## src/design/fei_pkg.sv

```systemverilog
// Shared definitions for the escape-time fractal iterator.
// Holds default parameter values, register indexes and the sequencer state type.
// No dependencies.
`default_nettype none

package fei_pkg;

  // Default widths of the fixed-point datapath and the ports.
  localparam int FRAC_BITS_DEF  = 28;
  localparam int WORD_BITS_DEF  = 32;
  localparam int PIXEL_BITS_DEF = 12;
  localparam int ITER_BITS_DEF  = 12;

  // Register reset values.
  localparam int SCALE_RESET = 2684354;
  localparam int LIMIT_RESET = 100;

  // Configuration register indexes.
  localparam int CFG_INDEX_BITS = 3;
  typedef logic [CFG_INDEX_BITS-1:0] cfg_index_t;

  localparam cfg_index_t CFG_MODE     = 3'd0;
  localparam cfg_index_t CFG_SCALE    = 3'd1;
  localparam cfg_index_t CFG_OFFSET_RE = 3'd2;
  localparam cfg_index_t CFG_OFFSET_IM = 3'd3;
  localparam cfg_index_t CFG_JULIA_RE = 3'd4;
  localparam cfg_index_t CFG_JULIA_IM = 3'd5;
  localparam cfg_index_t CFG_LIMIT    = 3'd6;

  // Mode register values.
  localparam logic MODE_MANDELBROT = 1'b0;
  localparam logic MODE_JULIA      = 1'b1;

  // Sequencer states.
  typedef enum logic [3:0] {
    ST_IDLE,
    ST_MAP_X,
    ST_MAP_Y,
    ST_MAP_DONE,
    ST_SQ_RE,
    ST_SQ_IM,
    ST_CROSS,
    ST_UPDATE,
    ST_DONE
  } fei_state_t;

endpackage

`default_nettype wire

```

## src/design/escape_time_fractal_iterator_unit.sv

```systemverilog
// Top level of the escape-time fractal iterator (Mandelbrot and Julia).
// Depends on fei_pkg, fei_cfg (register file) and fei_mul (shared multiplier).
`default_nettype none

// Each accepted pixel (pixel_col, pixel_row) is mapped to the complex plane as
// pixel times pixel_scale plus offset, with saturation to the signed word. In
// Mandelbrot mode that point is c and z starts at zero; in Julia mode it is the
// start z and c comes from julia_re and julia_im. The unit then iterates
// z = z^2 + c while |z|^2 < 4 and the count is at most iteration_limit, and
// delivers the count in one output transfer. All work runs through a single
// word-by-word unsigned multiplier under a small sequencer: after the input
// transfer the pixel is mapped, every iteration steps through the real square,
// imaginary square, cross product and update, and the final escape test is
// followed by the output load. The input is stalled until the sequencer is
// back in idle. The finished count sits in an output register, so a new pixel
// is accepted while the previous result still waits for its transfer; the
// unit only holds its own result back while that register is full and the
// output is stalled.
// Configuration writes are accepted on every cycle and must only be issued
// while the unit is idle.

module escape_time_fractal_iterator_unit import fei_pkg::*; #(
  parameter int FRAC_BITS  = FRAC_BITS_DEF,
  parameter int WORD_BITS  = WORD_BITS_DEF,
  parameter int PIXEL_BITS = PIXEL_BITS_DEF,
  parameter int ITER_BITS  = ITER_BITS_DEF
) (
  input  wire logic                  clk,
  input  wire logic                  rst,
  // Pixel input channel.
  input  wire logic                  in_valid,
  output logic                       in_stall,
  input  wire logic [PIXEL_BITS-1:0] pixel_col,
  input  wire logic [PIXEL_BITS-1:0] pixel_row,
  // Result channel.
  output logic                       out_valid,
  input  wire logic                  out_stall,
  output logic [ITER_BITS:0]         iter_count,
  // Configuration write channel.
  input  wire logic                  cfg_valid,
  output logic                       cfg_ready,
  input  wire cfg_index_t            cfg_index,
  input  wire logic [WORD_BITS-1:0]  cfg_data
);

  localparam int W          = WORD_BITS;
  localparam int ESC_SHIFT  = 2*FRAC_BITS + 2;

  // Saturate a sign and magnitude pair to the signed word range.
  function automatic logic [W-1:0] to_word(input logic neg, input logic [2*W:0] m);
    logic [2*W:0] lim;
    logic [W-1:0] v;
    lim = {{(W+2){1'b0}}, {(W-1){1'b1}}} + (2*W+1)'(neg);
    if (m > lim) v = lim[W-1:0];
    else         v = m[W-1:0];
    return neg ? (~v + 1'b1) : v;
  endfunction

  // Signed word addition that clamps instead of wrapping.
  function automatic logic [W-1:0] sat_add(input logic [W-1:0] a, input logic [W-1:0] b);
    logic [W:0] s;
    s = {a[W-1], a} + {b[W-1], b};
    if (s[W] != s[W-1]) return s[W] ? {1'b1, {(W-1){1'b0}}} : {1'b0, {(W-1){1'b1}}};
    return s[W-1:0];
  endfunction

  // Register file outputs.
  logic                 fractal_mode;
  logic [W-2:0]         pixel_scale;
  logic [W-1:0]         offset_re;
  logic [W-1:0]         offset_im;
  logic [W-1:0]         julia_re;
  logic [W-1:0]         julia_im;
  logic [ITER_BITS-1:0] iteration_limit;

  fei_cfg #(
    .WORD_BITS (WORD_BITS),
    .ITER_BITS (ITER_BITS)
  ) u_cfg (
    .clk             (clk),
    .rst             (rst),
    .cfg_valid       (cfg_valid),
    .cfg_ready       (cfg_ready),
    .cfg_index       (cfg_index),
    .cfg_data        (cfg_data),
    .fractal_mode    (fractal_mode),
    .pixel_scale     (pixel_scale),
    .offset_re       (offset_re),
    .offset_im       (offset_im),
    .julia_re        (julia_re),
    .julia_im        (julia_im),
    .iteration_limit (iteration_limit)
  );

  // Sequencer and datapath registers.
  fei_state_t           state;
  fei_state_t           state_next;
  logic [PIXEL_BITS-1:0] px_mag;
  logic                  px_neg;
  logic [PIXEL_BITS-1:0] py_mag;
  logic                  py_neg;
  logic [W-1:0]          map_x;
  logic [W-1:0]          zr;
  logic [W-1:0]          zi;
  logic [W-1:0]          cr;
  logic [W-1:0]          ci;
  logic [2*W-1:0]        sq_re;
  logic [2*W-1:0]        diff;
  logic                  diff_neg;
  logic [ITER_BITS:0]    count;

  // Shared multiplier.
  logic [W-1:0]   mul_a;
  logic [W-1:0]   mul_b;
  logic [2*W-1:0] mul_p;

  fei_mul #(
    .WORD_BITS (WORD_BITS)
  ) u_mul (
    .clk   (clk),
    .mul_a (mul_a),
    .mul_b (mul_b),
    .mul_p (mul_p)
  );

  logic                  in_xfer;
  logic                  out_free;
  logic [W-1:0]          zr_mag;
  logic [W-1:0]          zi_mag;
  logic [2*W:0]          mag2;
  logic                  stop;
  logic [W-1:0]          map_y;
  logic [W-1:0]          zr_new;
  logic [W-1:0]          zi_new;

  assign in_stall = (state != ST_IDLE);
  assign in_xfer  = in_valid && !in_stall;
  assign out_free = !out_valid || !out_stall;

  // Magnitudes of the current z; the most negative word maps to 2^(W-1).
  assign zr_mag = zr[W-1] ? (~zr + 1'b1) : zr;
  assign zi_mag = zi[W-1] ? (~zi + 1'b1) : zi;

  // In the cross-product cycle the multiplier holds the imaginary square.
  assign mag2 = {1'b0, sq_re} + {1'b0, mul_p};
  assign stop = ((mag2 >> ESC_SHIFT) != '0) || (count > {1'b0, iteration_limit});

  // Second mapped coordinate, from the product finished in the last cycle.
  assign map_y = sat_add(to_word(py_neg, {1'b0, mul_p}), offset_im);

  // Update of z from the stored difference of squares and the cross product.
  assign zr_new = sat_add(to_word(diff_neg, {1'b0, diff} >> FRAC_BITS), cr);
  assign zi_new = sat_add(to_word(zr[W-1] ^ zi[W-1], {mul_p, 1'b0} >> FRAC_BITS), ci);

  always_ff @(posedge clk) begin
    if (rst) state <= ST_IDLE;
    else     state <= state_next;
  end

  // Next state and multiplier operand selection.
  always_comb begin
    state_next = state;
    mul_a      = '0;
    mul_b      = '0;
    case (state)
      ST_IDLE: begin
        if (in_xfer) state_next = ST_MAP_X;
      end
      ST_MAP_X: begin
        mul_a      = W'(px_mag);
        mul_b      = {1'b0, pixel_scale};
        state_next = ST_MAP_Y;
      end
      ST_MAP_Y: begin
        mul_a      = W'(py_mag);
        mul_b      = {1'b0, pixel_scale};
        state_next = ST_MAP_DONE;
      end
      ST_MAP_DONE: begin
        state_next = ST_SQ_RE;
      end
      ST_SQ_RE: begin
        mul_a      = zr_mag;
        mul_b      = zr_mag;
        state_next = ST_SQ_IM;
      end
      ST_SQ_IM: begin
        mul_a      = zi_mag;
        mul_b      = zi_mag;
        state_next = ST_CROSS;
      end
      ST_CROSS: begin
        mul_a      = zr_mag;
        mul_b      = zi_mag;
        state_next = stop ? ST_DONE : ST_UPDATE;
      end
      ST_UPDATE: begin
        state_next = ST_SQ_RE;
      end
      ST_DONE: begin
        if (out_free) state_next = ST_IDLE;
      end
      default: begin
        state_next = ST_IDLE;
      end
    endcase
  end

  // Datapath registers.
  always_ff @(posedge clk) begin
    case (state)
      ST_IDLE: begin
        if (in_xfer) begin
          px_neg <= pixel_col[PIXEL_BITS-1];
          py_neg <= pixel_row[PIXEL_BITS-1];
          px_mag <= pixel_col[PIXEL_BITS-1] ? (~pixel_col + 1'b1) : pixel_col;
          py_mag <= pixel_row[PIXEL_BITS-1] ? (~pixel_row + 1'b1) : pixel_row;
        end
      end
      ST_MAP_Y: begin
        map_x <= sat_add(to_word(px_neg, {1'b0, mul_p}), offset_re);
      end
      ST_MAP_DONE: begin
        count <= '0;
        if (fractal_mode == MODE_JULIA) begin
          zr <= map_x;
          zi <= map_y;
          cr <= julia_re;
          ci <= julia_im;
        end else begin
          zr <= '0;
          zi <= '0;
          cr <= map_x;
          ci <= map_y;
        end
      end
      ST_SQ_IM: begin
        sq_re <= mul_p;
      end
      ST_CROSS: begin
        // The sign of the real part follows which square is larger.
        diff_neg <= (sq_re < mul_p);
        diff     <= (sq_re < mul_p) ? (mul_p - sq_re) : (sq_re - mul_p);
      end
      ST_UPDATE: begin
        zr    <= zr_new;
        zi    <= zi_new;
        count <= count + 1'b1;
      end
      default: begin
      end
    endcase
  end

  // Output register: loaded from the finished count, emptied by a transfer.
  always_ff @(posedge clk) begin
    if (rst) begin
      out_valid <= 1'b0;
    end else if (state == ST_DONE && out_free) begin
      out_valid <= 1'b1;
    end else if (!out_stall) begin
      out_valid <= 1'b0;
    end
  end

  always_ff @(posedge clk) begin
    if (state == ST_DONE && out_free) iter_count <= count;
  end

endmodule

`default_nettype wire

```

## src/design/fei_cfg.sv

```systemverilog
// Configuration register file of the escape-time fractal iterator.
// Depends on fei_pkg for register indexes and reset values.
`default_nettype none

module fei_cfg import fei_pkg::*; #(
  parameter int WORD_BITS = WORD_BITS_DEF,
  parameter int ITER_BITS = ITER_BITS_DEF
) (
  input  wire logic                 clk,
  input  wire logic                 rst,
  input  wire logic                 cfg_valid,
  output logic                      cfg_ready,
  input  wire cfg_index_t           cfg_index,
  input  wire logic [WORD_BITS-1:0] cfg_data,
  output logic                      fractal_mode,
  output logic [WORD_BITS-2:0]      pixel_scale,
  output logic [WORD_BITS-1:0]      offset_re,
  output logic [WORD_BITS-1:0]      offset_im,
  output logic [WORD_BITS-1:0]      julia_re,
  output logic [WORD_BITS-1:0]      julia_im,
  output logic [ITER_BITS-1:0]      iteration_limit
);

  // Writes are always taken; the sequencer only samples the registers.
  assign cfg_ready = 1'b1;

  always_ff @(posedge clk) begin
    if (rst) begin
      fractal_mode    <= MODE_MANDELBROT;
      pixel_scale     <= (WORD_BITS-1)'(SCALE_RESET);
      offset_re       <= '0;
      offset_im       <= '0;
      julia_re        <= '0;
      julia_im        <= '0;
      iteration_limit <= ITER_BITS'(LIMIT_RESET);
    end else if (cfg_valid && cfg_ready) begin
      case (cfg_index)
        CFG_MODE:      fractal_mode    <= cfg_data[0];
        CFG_SCALE:     pixel_scale     <= cfg_data[WORD_BITS-2:0];
        CFG_OFFSET_RE: offset_re       <= cfg_data;
        CFG_OFFSET_IM: offset_im       <= cfg_data;
        CFG_JULIA_RE:  julia_re        <= cfg_data;
        CFG_JULIA_IM:  julia_im        <= cfg_data;
        CFG_LIMIT:     iteration_limit <= cfg_data[ITER_BITS-1:0];
        default: begin
        end
      endcase
    end
  end

endmodule

`default_nettype wire

```

## src/design/fei_mul.sv

```systemverilog
// Shared unsigned multiplier of the escape-time fractal iterator.
// One product per cycle, registered at the output. Depends on fei_pkg.
`default_nettype none

module fei_mul import fei_pkg::*; #(
  parameter int WORD_BITS = WORD_BITS_DEF
) (
  input  wire logic                   clk,
  input  wire logic [WORD_BITS-1:0]   mul_a,
  input  wire logic [WORD_BITS-1:0]   mul_b,
  output logic      [2*WORD_BITS-1:0] mul_p
);

  always_ff @(posedge clk) begin
    mul_p <= (2*WORD_BITS)'(mul_a) * (2*WORD_BITS)'(mul_b);
  end

endmodule

`default_nettype wire

```

## config.mk

```make
export PLATFORM = sky130hd
export DESIGN_NAME = escape_time_fractal_iterator_unit
export DESIGN_NICKNAME = d
export VERILOG_FILES = /design/src/design/fei_pkg.sv /design/src/design/escape_time_fractal_iterator_unit.sv /design/src/design/fei_cfg.sv /design/src/design/fei_mul.sv
export SDC_FILE = /design/constraint.sdc
export NUM_CORES = 2
export LEC_CHECK = 0
export ABC_AREA = 1
export ABC_CLOCK_PERIOD_IN_PS = 15200
export BUFFER_PORTS_ARGS = -buffer_cell sky130_fd_sc_hd__buf_4
export CAP_MARGIN = 10
export CORE_MARGIN = 4
export CORE_UTILIZATION = 34
export DETAILED_ROUTE_END_ITERATION = 10
export GPL_TIMING_DRIVEN = 0
export HOLD_SLACK_MARGIN = 0.1
export PLACE_DENSITY = 0.59
export SLEW_MARGIN = 20
export SYNTH_ARGS = -nofsm -noshare
export SYNTH_HDL_FRONTEND = slang
export SYNTH_SLANG_ARGS = --single-unit
```

## constraint.sdc

```tcl
create_clock -name clk -period 15.2 [get_ports clk]
set_input_delay 2.28 -clock clk [delete_from_list [all_inputs] [get_ports clk]]
set_output_delay 2.28 -clock clk [all_outputs]
set_load 0.05 [all_outputs]
```

==> reports/results.md <==
| Metric | Reported | Unit |
|---|---|---|
| Outcome | completed | - |
| Commonest non-fill, non-tap cell in the layout | nand2_1 | - |
| Sum Neg Setup Slack | 0 | ns |
| Max stage delay cell, worst path | nor2_1 | - |
| Most used cell along the critical path | fa_1 | - |
| Top cell type by total area after synthesis | fa_1 | - |
| Total Die Area | 252,500 | µm² |
| Worst slew pin tran | 1.366 | ns |
| Async set-reset flop share out of synthesis | 0 | - |
| Number of synthesized flops with an enable pin | 313 | - |
| Port Buffers | 78 | - |
| Number of global-route vias before repair | 73,830 | - |
| Number of max-cap violations | 0 | - |
| Insertion delay to the later sink of the worst-skew pair | 0.71 | ns |
| Final GP Congestion | 1.048 | - |
| Final setup violation count | 0 | - |
| Per-cell routed wire length | 22.54 | µm |
| Number of max-slew violations in the final report | 0 | - |
| Cell Count Post-Placement | 14,890 | - |
| Share of the synthesized area in the top cell type | 0.2167 | - |
| Hold crit path type | register to register | - |
| Clock period minus worst slack | 11.49 | ns |
| Final count of hold timing violations | 0 | - |
| Critical path launch point type | register | - |
| Critical path destination | u_mul.mul_p[60] | - |
| Level count of the clock H-tree | 3 | - |
| Achievable Freq | 87.05 | MHz |
| Cell count after synthesis | 11,590 | - |
| Clk sink count | 554 | - |
| Top library cells by usage in the layout, fill and taps aside | 2,718 x nand2_1, 2,391 x inv_1, 1,203 x nor2_1 | - |
| Start-to-end type of the worst setup path | register to register | - |
| Width of the die | 502.5 | µm |
| Height of the die | 502.5 | µm |
| Total Routed Length | 338.9 | mm |
| Leakage power figure | 47.67 | nW |
| Site Rows | 181 | - |
| Effective utilization at floorplan | 0.3418 | - |
| Cts-stage hold buffer count | 0 | - |
| Cell types occupying the most area after synthesis | fa_1 22%, nand2_1 12%, edfxtp_1 11% | - |
| Total area of sequential cells | 14,220 | µm² |
| Most frequently used flop master after synthesis | edfxtp_1 | - |
| Met3 global-route usage | 0.05920 | - |
| Number of storage elements in the synthesis netlist | 554 | - |
| Share of synthesized area occupied by flip-flops and latches | 0.1711 | - |
| R2R Setup Slk | 3.71 | ns |
| Total Power | 0.01226 | W |
| Layout overhead on the synthesized area | 9.051 | % |
| Setup repair after global routing missed its margin | no | - |
| Area of the multi-input gates | 58,120 | µm² |
| Data arrival time of the worst path | 12.01 | ns |
| Max Buffers Root-to-Sink | 3 | - |
| Gr busiest metal | met2 | - |
| P per Cell Area | 135.3 | nW/µm² |
| Netlist Area Pre-Place | 83,140 | µm² |
| Filler cell count | 26,340 | - |
| Fraction of final layout cells sized beyond drive strength 1 | 0.04679 | - |
| Clock skew after layout | 0.03903 | ns |
| Crit Reg-Reg Endpoint | u_mul.mul_p[60] | - |
| Congestion Overflow GR | 0 | - |
| TritonCTS clock tree | done | - |
| Final design utilization | 0.3728 | - |
| Initial antenna violation count | 25 | - |
| Startpoint of the lowest-slack register-to-register path | zr[0] | - |
| Headroom to the max-slew limit | 0.08564 | - |
| CP Data Required Time | 15.72 | ns |
| DRC viols | 0 | - |
| Estimated wirelength of the detail-placed design | 288.7 | mm |
| I/O pins | 80 | - |
| Number of library cell types mapped by synthesis | 79 | - |
| Mean post-synth cell area | 7.173 | µm² |
| Longest individual stage delay on the worst path | 0.99 | ns |
| Final Hold Slack | 0.4639 | ns |
| Number of buffers created by CTS | 71 | - |
| Count of nets after finishing | 13,450 | - |
| Beginning of the critical path | zr[0] | - |
| Final cycle utilization of the critical path | 0.7558 | - |
| Buffers inserted during post-CTS setup optimization | 0 | - |
| Root Driver | clkbuf_16 | - |
| Number of design-rule violations left by the first detailed-router iteration | 8,228 | - |
| Synthesis warning total | 0 | - |
| Worst vdd ir | 0.1404 | mV |
| First-pass GRT wire length | 489.6 | mm |
| Antenna-violating nets left | 0 | - |
| Critical Path Sink Type | register | - |
| Met2 layer usage reported by global route | 0.3920 | - |
| CTS clk-pin slew, worst paths | 0.07 | ns |
| Met1 global-route usage | 0.3617 | - |
| Overall track demand over capacity in global routing | 0.2626 | - |
| Worst-path maximum fanout | 10 | - |
| Number of cells traversed by the worst register-to-register path | 29 | - |
| Via count | 77,980 | - |
| Number of iterations in the first detailed-routing pass | 6 | - |
| Post_cts resized | 0 | - |
| Post-Synthesis Net Count | 13,280 | - |
| Core Box Area | 243,200 | µm² |
| Count of non-filler cells in the finished layout | 15,040 | - |
| Pin count of the biggest net entering global routing | 42 | - |
| Via density per instance | 5.186 | - |
## report_power, final
part | switching, W | internal [W] | total [W]
clock | 0.000784 | 0.00100 | 0.00179
combinational | 0.00596 | 0.00242 | 0.00839
sequential | 0.000205 | 0.00188 | 0.00209
## state kept, by name, summed over array words and instances (netlist names), 4 cells and up
register,flops
ci,32
count,13
cr,32
diff,36
iter_count,13
map_x,32
px_mag,12
py_mag,12
sq_re,64
state,4
u_cfg.iteration_limit,12
u_cfg.julia_im,32
u_cfg.julia_re,32
u_cfg.offset_im,32
u_cfg.offset_re,32
u_cfg.pixel_scale,31
u_mul.mul_p,64
zi,32
zr,32
## routing by layer
layer	vias up	wire length [µm]
met5	-	98
met4	16	18140
met3	650	33740
met2	3628	142200
met1	37520	144700
li1	36170	-
## cell usage after synthesis, types with 78 or more instances
cell / count
xnor2_1: 88
fa_1: 900
edfxtp_1: 313
buf_2: 112
nand2_1: 2718
o21ai_0: 534
dfxtp_1: 241
nand4_1: 78
ha_1: 728
nand3_1: 416
xor2_1: 235
a21oi_1: 660
nor3_1: 84
inv_1: 2391
clkbuf_1: 216
nor2_1: 1210
## per-stage QoR
stage                     worst slack, ns  area, µm²
after CTS                           3.880      90580
after global routing                3.525      90630
after floorplan                     5.499      83140
final                               3.712      90660
after global placement              1.660      87730
after detailed placement            3.945      88120
## layout make-up
class | count | area share
clock inverters | 44 | 0.005258
clock buffers | 88 | 0.02183
flip-flops and latches | 554 | 0.1569
well taps | 3202 | 0.04419
diodes | 14 | 0.0003864
multi-input cells | 8234 | 0.6410
inverters | 2426 | 0.1004
repair buffers | 98 | 0.01057
plain buffers | 376 | 0.01943
## critical path: cells and delay by family (launching register included)
| kind | cells | cell delay, ns |
|---|---|---|
| compound gates | 3 | 0.63 |
| simple gates | 10 | 2.83 |
| flops | 1 | 0.56 |
| fa+ha+maj | 9 | 4.77 |
| xor+xnor | 1 | 0.59 |
| buf+inv | 6 | 1.89 |
## kinds of logic (layout without fill, tap and decap cells)
group / Yosys count / in the layout / share of synthesized area
other: 1 / 15 / 0.00004511
AO/OA/AOI/OAI: 1566 / 1566 / 0.1053
flip-flops: 554 / 554 / 0.1711
XOR/XNOR: 323 / 323 / 0.03403
adder cells (fa/ha/maj): 1628 / 1628 / 0.3263
multiplexers: 5 / 5 / 0.0006321
AND/OR/NAND/NOR: 4711 / 4711 / 0.2321
buffers and inverters: 2802 / 3032 / 0.1306
## worst min-delay path by stage
| stage | from | to | slack, ns | cells after the start |
|---|---|---|---|---|
| 5_1_grt | u_cfg.iteration_limit[10] | u_cfg.iteration_limit[10] | 0.49 | 2 |
| 2_1_floorplan | u_cfg.pixel_scale[18] | u_cfg.pixel_scale[18] | 0.42 | 2 |
| 6_report | u_cfg.iteration_limit[10] | u_cfg.iteration_limit[10] | 0.46 | 2 |
| 3_5_place_dp | u_cfg.iteration_limit[4] | u_cfg.iteration_limit[4] | 0.46 | 2 |
| 3_3_place_gp | u_cfg.pixel_scale[10] | u_cfg.pixel_scale[10] | 0.45 | 2 |
| 4_1_cts | u_cfg.iteration_limit[4] | u_cfg.iteration_limit[4] | 0.47 | 2 |
No activity file was read; power rests on OpenSTA's default activity.
